File: config.mk
export PLATFORM = sky130hd
export DESIGN_NAME = range_band_running_stats
export DESIGN_NICKNAME = d
export VERILOG_FILES = /design/src/hdl/rbrs_pkg.sv /design/src/hdl/range_band_running_stats.sv
export VERILOG_INCLUDE_DIRS = /design/src /design/src/hdl
export SDC_FILE = /design/constraint.sdc
export NUM_CORES = 1
export LEC_CHECK = 0
export BUFFER_PORTS_ARGS = -buffer_cell sky130_fd_sc_hd__buf_4
export CORE_MARGIN = 1.5
export CORE_UTILIZATION = 60
export DETAILED_ROUTE_END_ITERATION = 12
export MAX_ROUTING_LAYER = met4
export PLACE_DENSITY = 0.77
export SLEW_MARGIN = 20
export SYNTH_ARGS = -nofsm -noshare
export SYNTH_HDL_FRONTEND = slang
export SYNTH_SLANG_ARGS = --single-unit
File: constraint.sdc
create_clock -name i_clk -period 8.2 [get_ports i_clk]
set_input_delay 2.05 -clock i_clk [delete_from_list [all_inputs] [get_ports i_clk]]
set_output_delay 2.05 -clock i_clk [all_outputs]
set_load 0.03 [all_outputs]
File: src/hdl/range_band_running_stats_assert.svh
// Assertion macros for the range band running statistics block.
// Included by the top level; no other dependencies.
`ifndef RANGE_BAND_RUNNING_STATS_ASSERT_SVH
`define RANGE_BAND_RUNNING_STATS_ASSERT_SVH

`ifndef SYNTHESIS
`define RBRS_ASSERT_IMPLY(label, clk, rst_n, ante, cons) \
    label: assert property (@(posedge clk) disable iff (!rst_n) (ante) |-> (cons)) \
        else $error("rbrs: assertion failed");
`define RBRS_ASSERT_NEXT(label, clk, rst_n, ante, cons) \
    label: assert property (@(posedge clk) disable iff (!rst_n) (ante) |=> (cons)) \
        else $error("rbrs: assertion failed");
`else
`define RBRS_ASSERT_IMPLY(label, clk, rst_n, ante, cons)
`define RBRS_ASSERT_NEXT(label, clk, rst_n, ante, cons)
`endif

`endif

File: src/hdl/rbrs_pkg.sv
// Shared widths, reset values and codes for range_band_running_stats.
// No dependencies.
package rbrs_pkg;

    localparam int CNT_W  = 32;
    localparam int SMP_W  = 14;
    localparam int SUM_W  = 48;
    localparam int N_W    = CNT_W + 2;
    localparam int STEP_W = $clog2(SMP_W);
    localparam int CIDX_W = 2;

    localparam logic [SMP_W-1:0] LOW_RST  = SMP_W'(1120);
    localparam logic [SMP_W-1:0] HIGH_RST = SMP_W'(2880);

    localparam logic [CIDX_W-1:0] REG_LOW  = CIDX_W'(0);
    localparam logic [CIDX_W-1:0] REG_HIGH = CIDX_W'(1);

    typedef enum logic [1:0] {
        BAND_BELOW = 2'd0,
        BAND_IN    = 2'd1,
        BAND_ABOVE = 2'd2
    } t_band;

endpackage

File: src/hdl/range_band_running_stats.sv
// Range band running statistics: band counters, running mean, sum of squared deviations.
// Depends on rbrs_pkg and range_band_running_stats_assert.svh.
//
//  channel  direction  handshake          payload
//  sample   in         i_valid / o_stall  i_sample
//  result   out        o_valid / i_stall  o_band, o_*_count, o_mean_value, o_sq_dev_sum
//  config   in         i_cfg_we           i_cfg_idx, i_cfg_wdata
//
// From accept to result an item goes through the sum of n, a bit-serial restoring
// divide of |x - mean| by n, the mean update and a bit-serial shift-add square.
// A new item is taken once the previous one has moved into the result register,
// so a new sample is not accepted while the previous one is still being worked on.
// A stalled result holds; the final commit waits until the result register is free.
// Synchronous reset clears counters, mean, sum and restores the thresholds.
`include "range_band_running_stats_assert.svh"

module range_band_running_stats (
    input  logic                             i_clk,
    input  logic                             i_rst_n,
    input  logic                             i_valid,
    output logic                             o_stall,
    input  logic [rbrs_pkg::SMP_W-1:0]       i_sample,
    output logic                             o_valid,
    input  logic                             i_stall,
    output logic [1:0]                       o_band,
    output logic [rbrs_pkg::CNT_W-1:0]       o_below_count,
    output logic [rbrs_pkg::CNT_W-1:0]       o_inrange_count,
    output logic [rbrs_pkg::CNT_W-1:0]       o_above_count,
    output logic [rbrs_pkg::SMP_W-1:0]       o_mean_value,
    output logic [rbrs_pkg::SUM_W-1:0]       o_sq_dev_sum,
    input  logic                             i_cfg_we,
    input  logic [rbrs_pkg::CIDX_W-1:0]      i_cfg_idx,
    input  logic [rbrs_pkg::SMP_W-1:0]       i_cfg_wdata
);
    import rbrs_pkg::*;

    typedef enum logic [2:0] {
        S_IDLE, S_NSUM, S_NADD, S_DIV, S_MEAN, S_DEVS, S_MUL, S_DONE
    } t_state;

    t_state              r_state;
    logic                r_valid;
    t_band               r_band;
    logic [CNT_W-1:0]    r_below;
    logic [CNT_W-1:0]    r_inrange;
    logic [CNT_W-1:0]    r_above;
    logic [SMP_W-1:0]    r_mean;
    logic [SUM_W-1:0]    r_dev_sum;
    logic [SMP_W-1:0]    r_low;
    logic [SMP_W-1:0]    r_high;
    logic [STEP_W-1:0]   r_step;

    // working registers of the current item
    t_band               r_wband;
    logic [SMP_W-1:0]    r_x;
    logic [N_W-1:0]      r_n;
    logic                r_ge;
    logic [SMP_W-1:0]    r_dvd;
    logic [SMP_W-1:0]    r_rem;
    logic [SMP_W-1:0]    r_mnew;
    logic [SMP_W-1:0]    r_dev;
    logic [SMP_W-1:0]    r_mhi;
    logic [SMP_W-1:0]    r_mlo;

    t_band               n_band;
    logic                n_sel_sat;
    logic [SMP_W:0]      n_trial;
    logic                n_fit;
    logic [SMP_W:0]      n_diff;
    logic [SMP_W:0]      n_madd;
    logic [SMP_W:0]      n_mmean;
    logic [SMP_W-1:0]    n_absd;
    logic [SMP_W-1:0]    n_absdev;
    logic [SUM_W:0]      n_acc;
    logic                n_last;
    logic                n_commit;

    always_comb begin
        priority if (i_sample < r_low) begin
            n_band = BAND_BELOW;
        end else if (i_sample > r_high) begin
            n_band = BAND_ABOVE;
        end else begin
            n_band = BAND_IN;
        end
    end

    always_comb begin
        unique case (r_wband)
            BAND_BELOW: n_sel_sat = &r_below;
            BAND_ABOVE: n_sel_sat = &r_above;
            default:    n_sel_sat = &r_inrange;
        endcase
    end

    // restoring divide step: bring down the next dividend bit, subtract n if it fits
    assign n_trial = {r_rem, r_dvd[SMP_W-1]};
    assign n_fit   = {{(N_W-SMP_W-1){1'b0}}, n_trial} >= r_n;
    assign n_diff  = n_trial - r_n[SMP_W:0];

    // r_dvd holds the quotient after the divide; the new mean is rounded down
    assign n_madd  = {1'b0, r_mean} + {1'b0, r_dvd};
    assign n_mmean = {1'b0, r_mean} - {1'b0, r_dvd} - {{SMP_W{1'b0}}, (r_rem != '0)};

    assign n_absd   = (i_sample >= r_mean) ? (i_sample - r_mean) : (r_mean - i_sample);
    assign n_absdev = (r_x >= r_mnew) ? (r_x - r_mnew) : (r_mnew - r_x);

    assign n_acc    = {1'b0, r_dev_sum} + (SUM_W+1)'({r_mhi, r_mlo});
    assign n_last   = (r_step == STEP_W'(SMP_W - 1));
    assign n_commit = (r_state == S_DONE) && (!r_valid || !i_stall);

    // control, committed state and result register
    always_ff @(posedge i_clk) begin
        if (!i_rst_n) begin
            r_state   <= S_IDLE;
            r_valid   <= 1'b0;
            r_band    <= BAND_BELOW;
            r_below   <= '0;
            r_inrange <= '0;
            r_above   <= '0;
            r_mean    <= '0;
            r_dev_sum <= '0;
            r_low     <= LOW_RST;
            r_high    <= HIGH_RST;
            r_step    <= '0;
        end else begin
            if (i_cfg_we) begin
                if (i_cfg_idx == REG_LOW) begin
                    r_low <= i_cfg_wdata;
                end else if (i_cfg_idx == REG_HIGH) begin
                    r_high <= i_cfg_wdata;
                end
            end
            if (r_valid && !i_stall && !n_commit) begin
                r_valid <= 1'b0;
            end
            unique case (r_state)
                S_IDLE: begin
                    if (i_valid) begin
                        r_state <= S_NSUM;
                    end
                end
                S_NSUM: r_state <= S_NADD;
                S_NADD: begin
                    r_step  <= '0;
                    r_state <= S_DIV;
                end
                S_DIV: begin
                    r_step <= r_step + 1'b1;
                    if (n_last) begin
                        r_state <= S_MEAN;
                    end
                end
                S_MEAN: r_state <= S_DEVS;
                S_DEVS: begin
                    r_step  <= '0;
                    r_state <= S_MUL;
                end
                S_MUL: begin
                    r_step <= r_step + 1'b1;
                    if (n_last) begin
                        r_state <= S_DONE;
                    end
                end
                S_DONE: begin
                    if (n_commit) begin
                        r_valid <= 1'b1;
                        r_band  <= r_wband;
                        r_mean  <= r_mnew;
                        r_dev_sum <= n_acc[SUM_W] ? {SUM_W{1'b1}} : n_acc[SUM_W-1:0];
                        unique case (r_wband)
                            BAND_BELOW: if (!n_sel_sat) r_below <= r_below + 1'b1;
                            BAND_ABOVE: if (!n_sel_sat) r_above <= r_above + 1'b1;
                            default:    if (!n_sel_sat) r_inrange <= r_inrange + 1'b1;
                        endcase
                        r_state <= S_IDLE;
                    end
                end
                default: r_state <= S_IDLE;
            endcase
        end
    end

    // datapath: shift registers of the divider and multiplier
    always_ff @(posedge i_clk) begin
        unique case (r_state)
            S_IDLE: begin
                if (i_valid) begin
                    r_x     <= i_sample;
                    r_wband <= n_band;
                    r_ge    <= (i_sample >= r_mean);
                    r_dvd   <= n_absd;
                end
            end
            S_NSUM: begin
                r_n   <= {2'b00, r_below} + {2'b00, r_inrange};
                r_rem <= '0;
            end
            S_NADD: begin
                r_n <= r_n + {2'b00, r_above} + {{(N_W-1){1'b0}}, !n_sel_sat};
            end
            S_DIV: begin
                r_rem <= n_fit ? n_diff[SMP_W-1:0] : n_trial[SMP_W-1:0];
                r_dvd <= {r_dvd[SMP_W-2:0], n_fit};
            end
            S_MEAN: begin
                r_mnew <= r_ge ? n_madd[SMP_W-1:0] : n_mmean[SMP_W-1:0];
            end
            S_DEVS: begin
                r_dev <= n_absdev;
                r_mhi <= '0;
                r_mlo <= n_absdev;
            end
            S_MUL: begin
                {r_mhi, r_mlo} <= {({1'b0, r_mhi} + (r_mlo[0] ? {1'b0, r_dev} : '0)),
                                   r_mlo[SMP_W-1:1]};
            end
            default: begin
            end
        endcase
    end

    assign o_stall         = (r_state != S_IDLE);
    assign o_valid         = r_valid;
    assign o_band          = r_band;
    assign o_below_count   = r_below;
    assign o_inrange_count = r_inrange;
    assign o_above_count   = r_above;
    assign o_mean_value    = r_mean;
    assign o_sq_dev_sum    = r_dev_sum;

    `RBRS_ASSERT_NEXT(a_busy_after_accept, i_clk, i_rst_n, i_valid && !o_stall, o_stall)
    `RBRS_ASSERT_NEXT(a_commit_sets_valid, i_clk, i_rst_n, n_commit, r_valid)
    `RBRS_ASSERT_IMPLY(a_divisor_nonzero, i_clk, i_rst_n, r_state == S_DIV, r_n != '0)
    `RBRS_ASSERT_IMPLY(a_mean_between, i_clk, i_rst_n, r_state == S_DEVS, (r_ge && r_mnew >= r_mean && r_mnew <= r_x) || (!r_ge && r_mnew <= r_mean && r_mnew >= r_x))

endmodule
; ---- After elaboration in Yosys (flattened, before gate mapping)
; Index checks and enable logic that the tools add are counted.
; W data, S select, Z words.
[totals]
register_bits = 331
output_inout_bits = 162
elab_cells = 116
in_bits = 35
[op_classes]
order_cmp = 5
n_bitwise = 3
eq_ne = 14
reduce_logical = 33
n_mux = 23
n_addsub = 17
[op_table]
columns = op, count
row1 = $pmux W14 S2, 4
row2 = $add A32 B1 Y32 const B, 3
row3 = $reduce_and A32 Y1, 3
row4 = $mux W14, 6
row5 = $sub A14 B14 Y14, 6
row6 = $pmux W34 S2, 1
row7 = $add A48 B28 Y49, 1
row8 = $mux W48, 1
row9 = $add A34 B1 Y34, 1
row10 = $add A34 B32 Y34, 1
row11 = $ge A15 B34 Y1, 1
row12 = $add A32 B32 Y33, 1
row13 = $ge A14 B14 Y1, 2
row14 = $pmux W3 S8, 1
row15 = $reduce_and A4 Y1, 4
row16 = $add A14 B14 Y15, 1
row17 = $add A14 B14 Y14, 1
row18 = $gt A14 B14 Y1, 1
row19 = $lt A14 B14 Y1, 1
row20 = $reduce_bool A14 Y1, 1
row21 = $sub A14 B1 Y14, 1
row22 = $eq A3 B3 Y1 const B, 4
row23 = $mux W3, 4
row24 = $reduce_bool A2 Y1, 5
row25 = other kinds (21), 40

; ---- Logic depth before layout (Yosys ltp)
[depth]
ltp_word = 8
depth_mapped = 20
ltp_nobuf = 20

; ---- Worst setup path before layout
; Ideal clock, no wire load.
[synth_timing]
path_type = register to register
start = reg r_above[3], in the netlist o_above_count[3]
end = reg r_n[29], data pin
stages_incl_launch_ff = 18
t_arrival_ps = 4632
slack_ps = 3313
setup_time_ps = 255
synth_period_minus_slack_ps = 4887
path_cell_list = dfxtp_1 -> and4_1 -> and3_1 -> nand4_1 -> or3_1 -> o31ai_1 -> a31oi_1 -> fa_1 -> a211oi_2 -> o211ai_1 -> a22o_1 -> a221o_1 -> a21oi_2 -> a21bo_1 -> a21boi_2 -> or4b_1 -> a211o_1 -> and3_1
[synth_via]
elab_chain_cells = 5
word_cells_on_any_way = 6
[synth_lines]
columns = element, line_no
row1 = "start, declared", range_band_running_stats.sv:46  ; logic [CNT_W-1:0] r_above;
row2 = "start signal, assigned", range_band_running_stats.sv:173  ; BAND_ABOVE: if (!n_sel_sat) r_above <= r_above + 1'b1;
row3 = "parallel branches: the longest is 3 deep, another holds $add A34 B32 Y34", -
row4 = $add A34 B1 Y34 *, range_band_running_stats.sv:200  ; r_n <= r_n + {2'b00, r_above} + {{(N_W-1){1'b0}}, !n_sel_sat};
row5 = $pmux W34 S2 *, range_band_running_stats.sv:186  ; unique case (r_state)
row6 = "end signal, assigned", range_band_running_stats.sv:196  ; r_n <= {2'b00, r_below} + {2'b00, r_inrange};
row7 = "end signal, assigned", range_band_running_stats.sv:200
row8 = "end, declared", range_band_running_stats.sv:56  ; logic [N_W-1:0] r_n;
; Every way passes the cells marked *.
; A chain may end at the register's enable or synchronous reset.

; ---- Final worst setup path
[layout_timing]
start = reg r_above[3], in the netlist o_above_count[3]
end = reg r_n[28], data pin
; The elaborated chain is that of the path after synthesis.

==> flow_summary.toml <==
[cts]
cts.clk_slew.worst_paths_ps = 60
tritoncts.num_buffers = 38
worst_skew_pair.late_latency_ps = 560
clock_tree_from_tritoncts = "yes"
htree_num_levels = 2
clk_path_buf_depth = 3
clock-root-buffer = "clkbuf_16"
ctsResizeCount = 0
cts_sink_cnt = 331
postCtsSetupRepairBufs = 0
hold_buffers = 0

[floorplanning]
num_rows = 72
pin_count = 197
floorplan.die.width_um = 201
fp.dieH_um = 201
initial_utilization_pct = 60.8
dieArea_um2 = 40500
core_area_um2 = 38700

[setup_path]
timing.setup.critical_path_class = "flop to flop"
timing.critical_path.to_type = "flop"
crit_start = "o_above_count[3]$_SDFFE_PN0P_"
critPathTopFamily = "compound AO/OA/AOI/OAI gates"
critical-path-max-stage-delay_ps = 510
critical_path.max_fanout = 7
cell_with_the_biggest_individual_delay_on_the_critical_path = "fa_1"
r2r.worst_path.cells = 18
critical_path.reg2reg.startpoint = "o_above_count[3]$_SDFFE_PN0P_"
cp.required_ps = 8490
setup.worst_path.start_class = "flop"
crit_chain = "and4_1, and3_1, nand4_1, or3_1, o31ai_1, a31oi_1, fa_1, fa_1, a211oi_1, o21a_1, o211ai_1, a21oi_1, o31ai_1, a41oi_1, nand2_1, a311oi_1, xor2_1, o22ai_1"
critPathArrivalTime_ps = 5640
reg2reg_to = "r_n[28]$_DFFE_PP_"
critPathBufInv = 0
regToRegSetupSlack_ps = 2850

[synth]
post-synth-top-area-fraction_pct = 17.2
synthCells = 2734
ys_seq_area_share_pct = 33.8
syn_avg_cell_area_um2 = 8.62
yosysMostFrequentCell = "a21oi_1"
synth_ff_type = "dfxtp_1"
yosys-top-cells-area = "edfxtp_1, dfxtp_1, ha_1"
synthTopCellsByCount = "a21oi_1, ha_1, nor2_1"
number_of_enable_flip_flop_cells_after_synthesis = 135
netlist-cell-type-count = 80
synth.net_count = 3029
yosys.area.top_type = "edfxtp_1"
synth.yosys.warnings = 0
async_flop_share_pct = 0
synth_area_um2 = 23600
ys_ff_latch = 331

[worst_hold_path]
worstHoldPathType = "flop to flop"
worst_hold_path.num_cells = 2
worstHoldEndpoint = "r_high[1]$_SDFFE_PN0P_"
worstHoldStart = "r_high[1]$_SDFFE_PN0P_"

[global_route]
grt_pass1_wl_mm = 105
globalRouteOverflowTotal = 0
first_global_vias = 19600
global_route.usage.total_pct = 33.2
initial_antenna_violation_count = 0
grt_start_max_net_pins = 91

[timing]
clock-skew-final_ps = 15.1
final.setup.tns_ps = 0
hold-worst-slack_ps = 458
slew-limit-headroom_pct = 26.8
worstMarginPinSlew_ps = 1090
finalMaxSlewViolations = 0
timing.final.crit_share_pct = 65.3
rsz_0062_raised_after_global_routing = "false"
timing.final.crit_period_ps = 5350
setup_failing_eps_final = 0
report.final.hold_viol_count = 0
fmaxAchievable_mhz = 187

[status]
run_status = "finished clean"

[place]
numPortBuffers = 196
gp_congestion = 1.00
hpwl_mm = 51.0

[final_layout]
share_of_cells_above_drive_strength_1_pct = 11.0
antennaDiodeCount = 0
flow.area_growth_from_synthesis_pct = 13.8
layout_net_count = 3195
final.fill_count = 3157

[routing]
dr.first_iter.drc_count = 1677
drt-total-wl_mm = 66.2
drt-vias-per-instance = 6.06
ant_nets = 0
route.vias.total = 20900
detail_route.wl_per_cell_um = 19.2
detailedRoute.firstPassIterationCount = 5
drcViolationCount = 0

[pwr]
cellLeakagePower_uw = 0.0117
pwr_density_cell_nw_per_um2 = 218
ir_drop_mv = 0.187

[flow_run]
max_cap_viol_count = 0
==> placed cells by master (no fill, tap or decap), types with 19 or more instances in the layout <==
cell,Yosys,layout
nand3_1,71,71
nor2_1,246,244
nand2_1,233,233
and2_1,37,37
inv_1,185,185
xnor2_1,113,113
or3_1,29,29
a31oi_1,27,26
buf_4,2,211
mux2i_1,31,31
o21ai_0,161,161
and3_1,43,43
a21o_1,86,86
mux2_2,19,19
dfxtp_1,196,196
a21oi_1,265,264
nand2b_1,39,39
nor3_1,35,35
o21a_1,24,24
ha_1,247,247
nand4_1,37,37
nor2b_1,30,29
clkbuf_16,0,42
edfxtp_1,135,135
xor2_1,103,103
a211oi_1,25,25
==> routing by layer <==
metal | part of all wire [%] | track usage (%)
met3 | 8.0 | 5.51
met4 | 2.7 | 10.2
met5 | 0 | -
met1 | 45 | 45.6
met2 | 44 | 50.1
==> stage by stage <==
step                      area, µm²  setup WS (ps)  cells  power (µW)  utilization [%]
after detailed placement      25500           2890   3378        4040             65.8
after global routing          26800           2520   3448        6150             69.3
after floorplan               23600           3310   2734        3560                -
after global placement        25500           2970   3378        3980             65.8
final                         26800           2850   3448        5840             69.3
after CTS                     26800           2870   3448        5840             69.2
==> where the power goes <==
group	internal [µW]	leakage, µW	total (µW)	switching (µW)
Clock	1080	0.000647	1800	712
Combinational	749	0.00814	1870	1120
Sequential	2010	0.00288	2180	169
==> kinds of logic (layout without fill, tap and decap cells) <==
group           Yosys count  in the layout  share of synthesized area (%)
buf+inv                 271            467                           4.37
simple gates            878            878                           18.2
flops                   331            331                           33.8
compound gates          728            728                           19.1
xor+xnor                216            216                           8.03
fa+ha+maj               260            260                           14.2
mux                      50             50                           2.22
==> cell type report <==
class,instances,area [µm²],share of cell area (%)
clock buffer,57,1170,4.35
tap,518,648,2.42
inverter,186,701,2.61
multi-input combinational,2132,14600,54.4
clock inverter,13,153,0.569
timing repair buffer,211,1580,5.90
sequential,331,7980,29.7
==> how the worst max path moves through the flow <==
stage / end / cells after the start
after floorplan: r_n[29]$_DFFE_PP_ / 17
after global placement: r_dvd[3]$_DFFE_PP_ / 14
after detailed placement: r_dvd[3]$_DFFE_PP_ / 14
after CTS: r_n[28]$_DFFE_PP_ / 18
after global routing: r_n[28]$_DFFE_PP_ / 18
final: r_n[28]$_DFFE_PP_ / 18
==> worst min-delay path, delay by kind of cell, from the launching register on <==
family          cells  cell delay, ps
compound gates      1              50
flops               1             310
simple gates        1              50
==> state kept, by name, summed over array words and instances, names as in the netlist <==
signal           cells
r_mlo               14
o_band               2
o_valid              1
o_above_count       32
r_step               4
o_below_count       32
r_dev               14
r_n                 34
r_rem               14
r_wband              2
r_mhi               14
r_low               14
o_inrange_count     32
r_high              14
r_ge                 1
o_mean_value        14
r_state              3
r_mnew              14
o_sq_dev_sum        48
r_dvd               14
r_x                 14
Power figures use the tool's default switching activity.
